$ cat src/rtl/rcc_pkg.sv
`default_nettype none

package rcc_pkg;

   localparam int unsigned COLOR_W    = 64;
   localparam int unsigned SCENARIO_W = 3;
   localparam int unsigned TRIM_W     = 8;

   typedef enum logic [SCENARIO_W-1:0] {
      SCEN_AGREE   = 3'd0,
      SCEN_DIFFER  = 3'd1,
      SCEN_FEW     = 3'd2,
      SCEN_MANY    = 3'd3,
      SCEN_TRIMMED = 3'd4,
      SCEN_NONE    = 3'd5
   } scenario_type;

endpackage

`default_nettype wire

$ cat src/rtl/read_color_classifier_unit.sv
// Channel   Direction  Handshake            Payload
// req_      in         req_valid/req_stall  color[63:0], last_kmer
// rsp_      out        rsp_valid/rsp_stall  scenario[2:0], mapped, component[63:0],
//                                           trim_start[7:0], trim_end[7:0]
//
// One request is taken every cycle while req_stall is low.
// The request register feeds a single stage that folds the k-mer into the read accumulators.
// Requests that are not the last of a read never wait for the result register.
// A last k-mer waits in the request register while a previous result is stalled.
// Synchronous reset clears the valid flags and the accumulators.

`default_nettype none

module read_color_classifier_unit
   import rcc_pkg::*;
#(
   parameter int unsigned MAX_KMERS = 256
) (
   input  wire logic                  clock,
   input  wire logic                  reset,
   input  wire logic                  req_valid,
   output logic                       req_stall,
   input  wire logic [COLOR_W-1:0]    req_color,
   input  wire logic                  req_last_kmer,
   output logic                       rsp_valid,
   input  wire logic                  rsp_stall,
   output logic [SCENARIO_W-1:0]      rsp_scenario,
   output logic                       rsp_mapped,
   output logic [COLOR_W-1:0]         rsp_component,
   output logic [TRIM_W-1:0]          rsp_trim_start,
   output logic [TRIM_W-1:0]          rsp_trim_end
);

   localparam int unsigned IDX_W = $clog2(MAX_KMERS);
   localparam logic [IDX_W-1:0] IDX_LIMIT = IDX_W'(MAX_KMERS - 1);

   logic                  s1_valid_ff, s1_valid_in;
   logic [COLOR_W-1:0]    s1_color_ff;
   logic                  s1_last_ff;

   logic [COLOR_W-1:0]    first_color_ff, first_color_in;
   logic [IDX_W-1:0]      kmer_index_ff, kmer_index_in;
   logic [IDX_W-1:0]      found_count_ff, found_count_in;
   logic [COLOR_W-1:0]    seen_a_ff, seen_a_in;
   logic [COLOR_W-1:0]    seen_b_ff, seen_b_in;
   logic [1:0]            distinct_ff, distinct_in;
   logic [IDX_W-1:0]      first_nz_ff, first_nz_in;
   logic [IDX_W-1:0]      last_nz_ff, last_nz_in;
   logic                  any_nz_ff, any_nz_in;

   logic                  rsp_valid_ff, rsp_valid_in;
   scenario_type          rsp_scenario_ff, rsp_scenario_in;
   logic                  rsp_mapped_ff, rsp_mapped_in;
   logic [COLOR_W-1:0]    rsp_component_ff, rsp_component_in;
   logic [TRIM_W-1:0]     rsp_trim_start_ff, rsp_trim_start_in;
   logic [TRIM_W-1:0]     rsp_trim_end_ff, rsp_trim_end_in;

   logic                  out_free;
   logic                  s1_advance;
   logic                  req_take;
   logic                  color_nz;
   logic [COLOR_W-1:0]    term_first;
   logic [IDX_W:0]        kmer_total;
   logic [IDX_W:0]        found_twice;

   assign out_free   = !rsp_valid_ff || !rsp_stall;
   assign s1_advance = s1_valid_ff && (!s1_last_ff || out_free);
   assign req_stall  = s1_valid_ff && !s1_advance;
   assign req_take   = req_valid && !req_stall;
   assign color_nz   = (s1_color_ff != '0);

   always_comb begin
      s1_valid_in = req_take || (s1_valid_ff && !s1_advance);

      first_color_in = first_color_ff;
      kmer_index_in  = kmer_index_ff;
      found_count_in = found_count_ff;
      seen_a_in      = seen_a_ff;
      seen_b_in      = seen_b_ff;
      distinct_in    = distinct_ff;
      first_nz_in    = first_nz_ff;
      last_nz_in     = last_nz_ff;
      any_nz_in      = any_nz_ff;

      if (kmer_index_ff == '0) begin
         first_color_in = s1_color_ff;
      end
      if (color_nz) begin
         if (found_count_ff < IDX_LIMIT) begin
            found_count_in = found_count_ff + IDX_W'(1);
         end
         if (!any_nz_ff) begin
            first_nz_in = kmer_index_ff;
         end
         last_nz_in = kmer_index_ff;
         any_nz_in  = 1'b1;
      end
      unique case (distinct_ff)
         2'd0: begin
            seen_a_in   = s1_color_ff;
            distinct_in = 2'd1;
         end
         2'd1: begin
            if (s1_color_ff != seen_a_ff) begin
               seen_b_in   = s1_color_ff;
               distinct_in = 2'd2;
            end
         end
         2'd2: begin
            if (s1_color_ff != seen_a_ff && s1_color_ff != seen_b_ff) begin
               distinct_in = 2'd3;
            end
         end
         2'd3: begin
            distinct_in = 2'd3;
         end
      endcase

      term_first  = first_color_in;
      kmer_total  = {1'b0, kmer_index_ff} + (IDX_W + 1)'(1);
      found_twice = {found_count_in, 1'b0};

      rsp_mapped_in     = 1'b0;
      rsp_component_in  = '0;
      rsp_trim_start_in = '0;
      rsp_trim_end_in   = '0;
      priority if (term_first != '0 && color_nz) begin
         if (term_first == s1_color_ff) begin
            rsp_scenario_in  = SCEN_AGREE;
            rsp_mapped_in    = 1'b1;
            rsp_component_in = term_first;
         end else begin
            rsp_scenario_in = SCEN_DIFFER;
         end
      end else if (found_twice < kmer_total) begin
         rsp_scenario_in = SCEN_FEW;
      end else if (distinct_in == 2'd3) begin
         rsp_scenario_in = SCEN_MANY;
      end else if (distinct_in == 2'd2) begin
         rsp_scenario_in   = SCEN_TRIMMED;
         rsp_mapped_in     = 1'b1;
         rsp_component_in  = (seen_a_in != '0) ? seen_a_in : seen_b_in;
         rsp_trim_start_in = TRIM_W'(first_nz_in);
         rsp_trim_end_in   = TRIM_W'(last_nz_in);
      end else begin
         rsp_scenario_in = SCEN_NONE;
      end

      if (s1_last_ff) begin
         first_color_in = '0;
         kmer_index_in  = '0;
         found_count_in = '0;
         seen_a_in      = '0;
         seen_b_in      = '0;
         distinct_in    = '0;
         first_nz_in    = '0;
         last_nz_in     = '0;
         any_nz_in      = 1'b0;
      end else if (kmer_index_ff < IDX_LIMIT) begin
         kmer_index_in = kmer_index_ff + IDX_W'(1);
      end

      rsp_valid_in = (s1_advance && s1_last_ff) || (rsp_valid_ff && rsp_stall);
   end

   always_ff @(posedge clock) begin
      if (reset) begin
         s1_valid_ff    <= 1'b0;
         rsp_valid_ff   <= 1'b0;
         first_color_ff <= '0;
         kmer_index_ff  <= '0;
         found_count_ff <= '0;
         seen_a_ff      <= '0;
         seen_b_ff      <= '0;
         distinct_ff    <= '0;
         first_nz_ff    <= '0;
         last_nz_ff     <= '0;
         any_nz_ff      <= 1'b0;
      end else begin
         s1_valid_ff  <= s1_valid_in;
         rsp_valid_ff <= rsp_valid_in;
         if (s1_advance) begin
            first_color_ff <= first_color_in;
            kmer_index_ff  <= kmer_index_in;
            found_count_ff <= found_count_in;
            seen_a_ff      <= seen_a_in;
            seen_b_ff      <= seen_b_in;
            distinct_ff    <= distinct_in;
            first_nz_ff    <= first_nz_in;
            last_nz_ff     <= last_nz_in;
            any_nz_ff      <= any_nz_in;
         end
      end
   end

   always_ff @(posedge clock) begin
      if (req_take) begin
         s1_color_ff <= req_color;
         s1_last_ff  <= req_last_kmer;
      end
      if (s1_advance && s1_last_ff) begin
         rsp_scenario_ff   <= rsp_scenario_in;
         rsp_mapped_ff     <= rsp_mapped_in;
         rsp_component_ff  <= rsp_component_in;
         rsp_trim_start_ff <= rsp_trim_start_in;
         rsp_trim_end_ff   <= rsp_trim_end_in;
      end
   end

   assign rsp_valid      = rsp_valid_ff;
   assign rsp_scenario   = rsp_scenario_ff;
   assign rsp_mapped     = rsp_mapped_ff;
   assign rsp_component  = rsp_component_ff;
   assign rsp_trim_start = rsp_trim_start_ff;
   assign rsp_trim_end   = rsp_trim_end_ff;

endmodule

`default_nettype wire

$ cat config.mk
export PLATFORM = sky130hd
export DESIGN_NAME = read_color_classifier_unit
export DESIGN_NICKNAME = d
export VERILOG_FILES = /design/src/rtl/rcc_pkg.sv /design/src/rtl/read_color_classifier_unit.sv
export SDC_FILE = /design/constraint.sdc
export NUM_CORES = 1
export LEC_CHECK = 0
export ABC_AREA = 1
export BUFFER_PORTS_ARGS = -buffer_cell sky130_fd_sc_hd__buf_2
export CORE_ASPECT_RATIO = 1.2
export CORE_MARGIN = 4
export CORE_UTILIZATION = 46
export CTS_BUF_LIST = sky130_fd_sc_hd__clkbuf_8
export CTS_CLUSTER_DIAMETER = 150
export DETAILED_ROUTE_END_ITERATION = 6
export GPL_ROUTABILITY_DRIVEN = 0
export GPL_TIMING_DRIVEN = 1
export PLACE_DENSITY = 0.75
export SYNTH_ARGS = -nofsm -noshare
export SYNTH_HDL_FRONTEND = slang
export SYNTH_SLANG_ARGS = --single-unit
export TNS_END_PERCENT = 30
$ cat constraint.sdc
create_clock -name clock -period 4.09 [get_ports clock]
set_input_delay 0.818 -clock clock [delete_from_list [all_inputs] [get_ports clock]]
set_output_delay 0.818 -clock clock [all_outputs]
set_load 0.01 [all_outputs]
== Yosys cells after proc, flatten, opt, wreduce, memory -nomap -nowiden ==
Index checks and enable logic that the tools add are counted.
Storage, ports and cells
  register bits: 378
  memory bits (read-only): 0
  output and inout port bits: 86
  logic and storage cells: 98
  latch bits: 0
  input bits: 69
  RAM bits: 0
  memories: 0
Operators by class
  bitwise logic cells: 1
  shift-type cells: 0
  div/mod/pow operators: 0
  reduce and logical (&&, ||, !) cells: 26
  multiplexer cells: 39
  $lt $le $gt $ge: 3
  add/subtract/negate cells: 3
  equal/unequal tests: 8
  multipliers: 0
Operators with widths (count)
  two-way mux 64 bit: 13
  nonzero test 64 bit: 3
  inequality test 64 bit: 2
  two-way mux 8 bit: 10
  == test 64 bit: 1
  adder 8 x 1 -> 8 bit, second input constant: 2
  less-than comparator 8 bit, second input constant: 2
  adder 8 x 1 -> 9 bit, second input constant: 1
  less-than comparator 9 bit: 1
  two-way mux 1 bit: 9
  two-way mux 3 bit: 3
  == test 2 bit, second input constant: 4
  zero test 8 bit: 1
  case mux 2 bit (4 select lines): 1
  logical AND 1 bit: 7
  two-way mux 2 bit: 3
  zero test 1 bit: 5
  logical OR 1 bit: 4
  AND reduction 2 bit: 2
  nonzero test 2 bit: 2
  OR reduction 4 bit: 1
  == test 2 x 1 -> 1 bit, second input constant: 1
  zero test 2 bit: 1
  NOT 1 bit: 1

== Depth between registers and ports, before layout ==
Gate-level depths: netlist (run 1).
  depth after elaboration: 9
  gate-level depth with buffers: 22
  gate-level depth less buffers: 21

== Least setup slack after synthesis (run 1) ==
OpenSTA, ideal clock, no wires.
  kind: input -> register
  from: input rsp_stall
  to: register s1_color_ff[0], enable pin
  stages: 5
  buffers on the path: 0
  required time: 3.602 ns
  setup slack: -0.191 ns
  arrival: 3.793 ns
  setup time: 0.488 ns
  cell sequence: nand2_1 -> inv_1 -> nand3_1 -> inv_1 -> nor2_1
Between the ends
  cells in the longest elaborated chain, start to end: 8
RTL lines
  from (decl): RTL line read_color_classifier_unit.sv:26  | input wire logic rsp_stall,
  zero test 1 bit: RTL line read_color_classifier_unit.sv:66  | assign out_free = !rsp_valid_ff || !rsp_stall;
  logical OR 1 bit: RTL line read_color_classifier_unit.sv:66
  logical OR 1 bit: RTL line read_color_classifier_unit.sv:67  | assign s1_advance = s1_valid_ff && (!s1_last_ff || out_free);
  logical AND 1 bit: RTL line read_color_classifier_unit.sv:67
  zero test 1 bit: RTL line read_color_classifier_unit.sv:68  | assign req_stall = s1_valid_ff && !s1_advance;
  logical AND 1 bit: RTL line read_color_classifier_unit.sv:68
  net req_stall: RTL line read_color_classifier_unit.sv:22  | output logic req_stall,
  zero test 1 bit: RTL line read_color_classifier_unit.sv:69  | assign req_take = req_valid && !req_stall;
  logical AND 1 bit: RTL line read_color_classifier_unit.sv:69
  net req_take: RTL line read_color_classifier_unit.sv:60  | logic req_take;
  to (signal assigned): RTL line read_color_classifier_unit.sv:198  | s1_color_ff <= req_color;
  to (decl): RTL line read_color_classifier_unit.sv:38  | logic [COLOR_W-1:0] s1_color_ff;
The timed path passes the listed nets, and every way through them passes these cells.
A chain may end at the register's enable or synchronous reset.

== Worst setup path in the final report (run 1) ==
  from: register s1_color_ff[14]
  to: register rsp_component_ff[34], in the netlist rsp_component[34], data pin
Between the ends
  cells in the longest elaborated chain, start to end: 9
  elaborated cells on any way between the ends: 25
  those cells by class: order compare (1); eq/ne (5); mux (14); reduce/logical (5)
RTL lines
  inequality test 64 bit (on tied branches): RTL line read_color_classifier_unit.sv:104, read_color_classifier_unit.sv:110
  logical AND 1 bit: RTL line read_color_classifier_unit.sv:110  | if (s1_color_ff != seen_a_ff && s1_color_ff != seen_b_ff) begin
  two-way mux 2 bit: RTL line read_color_classifier_unit.sv:110
  case mux 2 bit (4 select lines): RTL line read_color_classifier_unit.sv:98  | unique case (distinct_ff)
  == test 2 bit: RTL line read_color_classifier_unit.sv:139  | end else if (distinct_in == 2'd2) begin
  two-way mux 64 bit: RTL line read_color_classifier_unit.sv:139
  two-way mux 64 bit: RTL line read_color_classifier_unit.sv:137  | end else if (distinct_in == 2'd3) begin
  two-way mux 64 bit: RTL line read_color_classifier_unit.sv:135  | end else if (found_twice < kmer_total) begin
  two-way mux 64 bit (*): RTL line read_color_classifier_unit.sv:127  | priority if (term_first != '0 && color_nz) begin
  net rsp_component_in[34]: RTL line read_color_classifier_unit.sv:54  | logic [COLOR_W-1:0] rsp_component_ff, rsp_component_in;
  to (signal assigned): RTL line read_color_classifier_unit.sv:204  | rsp_component_ff <= rsp_component_in;
  to (decl): RTL line read_color_classifier_unit.sv:54
Mark *: on every way through the listed nets, which the timed path passes. The rest lies on a longest branch.

==> flow_summary.toml, run 1 <==
[clocking]
tritoncts = "built"
htree_levels = 3
cts.clk_slew.worst_paths_ns = 0.07
hold_buffers = 0
cts_root_buf = "clkbuf_8"
cts.path.max_buffers = 3
cts.sink_count = 378
clk_latency_ns = 0.64
cts_inserted_buffers = 66

[synth]
synth_area_leaders = "dfxtp_1 21%, edfxtp_1 21%, nand2_1 21%"
synth-seq-cells = 378
synth.top_cell.area_share = 0.213
yosys-top-cells-count = "1187 x nand2_1, 352 x inv_1, 315 x nand3_1, 245 x nor2_1, 229 x dfxtp_1"
synth_top_area_cell = "dfxtp_1"
yosys_warnings = 0
syn_avg_cell_area_um2 = 6.70
yosysMostFrequentCell = "nand2_1"
post_synth_inst_count = 3213
ys_types = 32
syn-num-nets = 3293
synth-main-ff-cell = "dfxtp_1"
synth_seq_area_share = 0.421
synth_edf_count = 149
netlist_area_um2 = 21500
async_reset_ff_frac = 0

[routing]
firstDrtPassIters = 7
topRoutingLayerUsed = "met4"
wl_per_cell_um = 17.3
postRouteAntennaNets = 0
viasPerCell = 5.33
drc = 1
wl_um = 69100
met2WireLength_um = 32100
met1_length_um = 27900
vias = 21300
drtIter0Drc = 2564
wl_met3_um = 6390

[global_route]
grt-ovfl-total = 0
grt_pass1_wl_um = 107000
grt_max_degree = 191
grt_usage = 0.268
antenna_found_initial = 1
grt_pass1_vias = 19700

[power]
p_leak_nw = 11.0
total_power_mw = 8.56
irDropWorstVdd_mv = 0.209
seqPwrFrac = 0.479
p_sw_mw = 2.49
power.share.clock = 0.394
power_density_nw_per_um2 = 353
swShare = 0.291
power_frac_comb = 0.126
intPower_mw = 6.07

[sta]
timing.final.crit_share = 0.913
setup_tns_ns = 0
slew_headroom = 0.272
setup_viol = 0
final_max_slew_viol_count = 0
holdWs_ns = 0.353
hold_viol = 0
worst_slack_ns = 0.355
skew_ns = 0.0271
min_period_ns = 3.73
rsz0062_at_grt = "no"
clock.fmax_ghz = 0.268
worstMarginPinSlew_ns = 1.09

[worst_setup_path]
worstSetupStartpointType = "flip-flop"
path_common_cell = "nand2_1"
max_stage_delay_ns = 0.55
path_class = "reg -> reg"
cp_slowest_cell = "nor4_1"
worst_ep_arrival_time_ns = 4.11
critPathRequiredTime_ns = 4.46
crit_chain = "nor4_1 > nand3_1 > nor2_1 > nand2_2 > nand2_1 > nand2_1 > o21ai_0 > inv_1 > ha_1 > a21oi_1 > o21ai_0 > nand2_1 > nand3_1 > nand3_1 > nor2_4 > buf_4 > nand2_1 > nand2_1"
crit_start = "s1_color_ff[14]"
crit_path_max_fanout = 13
r2r-start = "s1_color_ff[14]"
crit_path_end_kind = "flip-flop"

[job]
drv_cap = 0

[placement]
dp_slack_ns = 0.291
placed_area_um2 = 23000
dp.cells = 3872
io_buffer_count = 154
dpl.hpwl_um = 45300

[layout]
final_cell_area_um2 = 24200
syn2layout_area_growth_pct = 12.6
drive_gt1_frac = 0.102
final_cells = 3994
final_core_util = 0.525
nNetsFinal = 3405
fillers = 4555

[floorplanning]
row_count = 86
start_util = 0.466
pin_count = 155
dieHeight_um = 245
chipWidth_um = 205
core_area_um2 = 46200
die_area_um2 = 50300

[hold_path]
hp-class = "in -> reg"
worstHoldStart = "req_color[9]"

[status]
violations = "design-rule violations"
status = "finished, violations left"
layer usage:
metal / global-route usage / vias up
li1: - / 10400
met1: 0.351 / 9695
met2: 0.437 / 1007
met3: 0.0455 / 172
met4: 0.116 / 0
met5: 0 / -
worst paths after layout:
path | endpoint | cells past startpoint | slack, ns
setup reg to reg | rsp_component[34] | 18 | 0.36
hold reg to reg | first_color_ff[28] | 2 | 0.47
setup / recovery | rsp_component[34] | 18 | 0.36
hold / removal | s1_color_ff[9] | 1 | 0.35
power by group through the flow:
stage	clock, mW	sequential (mW)	combinational, mW
after CTS	3.43	4.10	1.07
after global placement	0	4.18	1.06
final	3.37	4.11	1.08
after floorplan	0	4.16	0.729
after detailed placement	0	4.18	1.06
after global routing	3.59	4.12	1.21
sequential cells by signal, summed over array words and instances, names as in the netlist, 64 cells and up:
| signal | flops |
|---|---|
| first_color_ff | 64 |
| rsp_component | 64 |
| s1_color_ff | 64 |
| seen_a_ff | 64 |
| seen_b_ff | 64 |
timing repair:
| item | 4_1_cts | 5_1_grt |
|---|---|---|
| setup endpoints to repair | 0 | 47 |
| setup buffers | 0 | 1 |
| resized for setup | 0 | 2 |
cell families (layout without fill, tap and decap cells):
kind of cell	Yosys count	in the layout	synth area share
buffers and inverters	519	683	0.0962
adders and majority gates	11	11	0.00639
and+or+nand+nor	1843	1843	0.352
AOI/OAI and AO/OA	374	374	0.0890
xor gates and xnor gates	88	88	0.0358
other	0	1	0
DFF	378	378	0.421
critical path: cells and delay by family, from the launching register on:
family                   cells  cell delay (ns)
buffers and inverters        2             0.32
AO/OA/AOI/OAI                3             0.32
flip-flops                   1             0.49
adder cells (fa/ha/maj)      1             0.29
AND/OR/NAND/NOR             12             2.03
cells in the final DEF (no fill, tap or decap), types with 30 or more instances in the layout:
master,Yosys,layout
inv_1,352,386
or2_2,30,30
buf_2,41,153
clkbuf_8,0,75
xor2_1,87,87
nand4_1,36,36
a21oi_1,220,220
nand2_1,1187,1184
o21ai_0,114,114
nor2_1,245,239
buf_4,15,35
dfxtp_1,229,229
edfxtp_1,149,149
nand3_1,315,314
area by class of cell:
class                      instances  area [um2]  share of cell area
multi-input combinational       2316       10500               0.432
sequential                       378        9060               0.374
inverter                         359        1350              0.0557
timing repair buffer             204        1340              0.0553
clock buffer                      75        1030              0.0426
tap                              616         771              0.0318
clock inverter                    45         220             0.00908
antenna                            1        2.50            0.000103
(Power assumes the default switching activity.)
==> inputs of run 2 (changes only) <==
Settings changed: PLACE_DENSITY 0.75 to 0.73, RECOVER_POWER set to 100.
Clock period 4.09 ns to 3.85 ns, I/O delays scaled along.
==> run 2 against run 1 <==
  * Sequential power rose by 5.8%
  * Combinational power rose by 10%
  * Highest routed layer unchanged
  * Largest power group unchanged
  * The run ends with max-capacitance violations, max-slew violations left
  * Via count rose by 1.4%
  * Cell count rose by 1.3%
  * Final area rose by 0.71%
==> flow_summary.toml, run 2 (synthesis gave the netlist of run 1 again) <==
[status]
violations = "max-capacitance violations, max-slew violations"
status = "finished, violations left"

[layout]
syn2layout_area_growth_pct = 13.4
final_common_cell = "nand2_1"
fillers = 4610
nNetsFinal = 3458
layout_common_cells = "1184 x nand2_1, 375 x inv_1, 314 x nand3_1"
drive_gt1_frac = 0.0817

[routing]
drc = 0
viasPerCell = 5.34
wl_per_cell_um = 17.3
drtIter0Drc = 2186
firstDrtPassIters = 7
vias = 21600
wl_um = 70000
postRouteAntennaNets = 0

[power]
swShare = 0.291
p_sw_mw = 2.64
seqPwrFrac = 0.480
irDropWorstVdd_mv = 0.225
total_power_mw = 9.06
intPower_mw = 6.42
power_density_nw_per_um2 = 371
power.share.clock = 0.388
p_leak_nw = 10.8
power_frac_comb = 0.132

[clocking]
cts.path.max_buffers = 3
cts.sink_count = 378
clk_latency_ns = 0.65
htree_levels = 3
hold_buffers = 0
cts_inserted_buffers = 66
cts_root_buf = "clkbuf_8"
cts.clk_slew.worst_paths_ns = 0.06
tritoncts = "built"

[global_route]
grt_pass1_wl_um = 108000
antenna_found_initial = 1
grt_pass1_vias = 20100
grt-ovfl-total = 0
grt_max_degree = 191
grt_usage = 0.271

[worst_setup_path]
max_stage_delay_ns = 0.42
path_common_cell = "nand2_1"
crit_path_end_kind = "flip-flop"
cp_slowest_cell = "dfxtp_1"
crit_chain = "inv_1 > ha_1 > nand2_1 > nor2_1 > nand2_4 > buf_4 > buf_4 > nand2_1 > nand2_1 > nand2_1 > nor2_1 > nand2_1 > nor2_1 > nand2_1 > nor2_2 > nor2_4 > nor2_8 > nand2_4 > nor2_1"
path_buf_inv = 3
path_class = "reg -> reg"
critPathRequiredTime_ns = 4.34
r2r-start = "kmer_index_ff[0]"
worstSetupStartpointType = "flip-flop"
crit_start = "kmer_index_ff[0]"
crit_path_max_fanout = 20
worst_ep_arrival_time_ns = 4.12
cp_top_family = "simple AND/OR/NAND/NOR gates"

[sta]
hold_viol = 0
final_max_slew_viol_count = 357
clock.fmax_ghz = 0.276
worstMarginPinSlew_ns = 2.47
skew_ns = 0.0321
timing.final.crit_share = 0.942
rsz0062_at_grt = "no"
worst_slack_ns = 0.225
setup_viol = 0
slew_headroom = -0.647
min_period_ns = 3.62

[floorplanning]
start_util = 0.466
row_count = 86
chipWidth_um = 205
pin_count = 155
dieHeight_um = 245
die_area_um2 = 50300
core_area_um2 = 46200

[hold_path]
hp-class = "in -> reg"
worstHoldStart = "req_color[30]"

[placement]
io_buffer_count = 154
dp_slack_ns = -0.0832
dpl.hpwl_um = 45400

[job]
drv_cap = 4
==> run 2: cell types whose count changed in the layout (fill, tap and decap cells not counted), moves of 2 or more <==
cell / before / now
nor2_1: 239 / 241
clkbuf_2: 0 / 4
buf_4: 35 / 76
inv_1: 386 / 375
clkinv_1: 1 / 9
buf_2: 153 / 40
inv_6: 3 / 0
clkinv_2: 2 / 7
clkbuf_4: 0 / 3
clkbuf_1: 0 / 119
==> run 2: stage by stage <==
stage | utilization | std cells | setup TNS (ns) | hold slack, ns | area [um2]
floorplan | - | 3213 | 0 | 0.442 | 21500
global placement | 0.506 | 3923 | -0.754 | 0.448 | 23400
detailed placement | 0.506 | 3923 | -1.32 | 0.452 | 23400
CTS | 0.533 | 4042 | 0 | 0.271 | 24600
global route | 0.529 | 4046 | 0 | 0.296 | 24400
finish | 0.529 | 4046 | 0 | 0.303 | 24400
==> run 2: final timing paths <==
check	end	slack, ns	cells past startpoint
worst max register to register	rsp_trim_start[1]	0.23	19
worst max-delay path	rsp_trim_start[1]	0.23	19
worst min-delay path	s1_color_ff[30]	0.30	1
worst min register to register	last_nz_ff[1]	0.46	2
==> run 2: power groups by stage <==
stage          clock (mW)  sequential (mW)  combinational, mW
2_1_floorplan           0             4.42              0.775
3_3_place_gp            0             4.43               1.18
4_1_cts              3.57             4.34               1.19
5_1_grt              3.75             4.36               1.33
6_report             3.52             4.35               1.19
3_5_place_dp            0             4.43               1.18
==> run 2: final cells by class <==
cell class | instances | area (um2) | area share
flip-flops and latches | 378 | 9060 | 0.371
well taps | 616 | 771 | 0.0316
repair buffers | 256 | 1540 | 0.0631
inverters | 359 | 1350 | 0.0553
clock inverters | 43 | 181 | 0.00743
clock buffers | 76 | 1050 | 0.0428
diodes | 1 | 2.50 | 0.000102
multi-input cells | 2317 | 10500 | 0.429
==> run 2: timing repair <==
action,4_1_cts,5_1_grt
pin swaps,1,2
setup endpoints to repair,23,23
setup buffers,0,2
cloned,0,1
hold endpoints to repair,0,0
resized for setup,4,1
==> run 2: routing by layer <==
| layer | global-route usage | vias to the layer above | wire length (um) |
|---|---|---|---|
| met2 | 0.437 | 976 | 32400 |
| met4 | 0.135 | 0 | 3510 |
| li1 | - | 10600 | - |
| met5 | 0 | - | 0 |
| met1 | 0.353 | 9861 | 28000 |
| met3 | 0.0420 | 204 | 6180 |
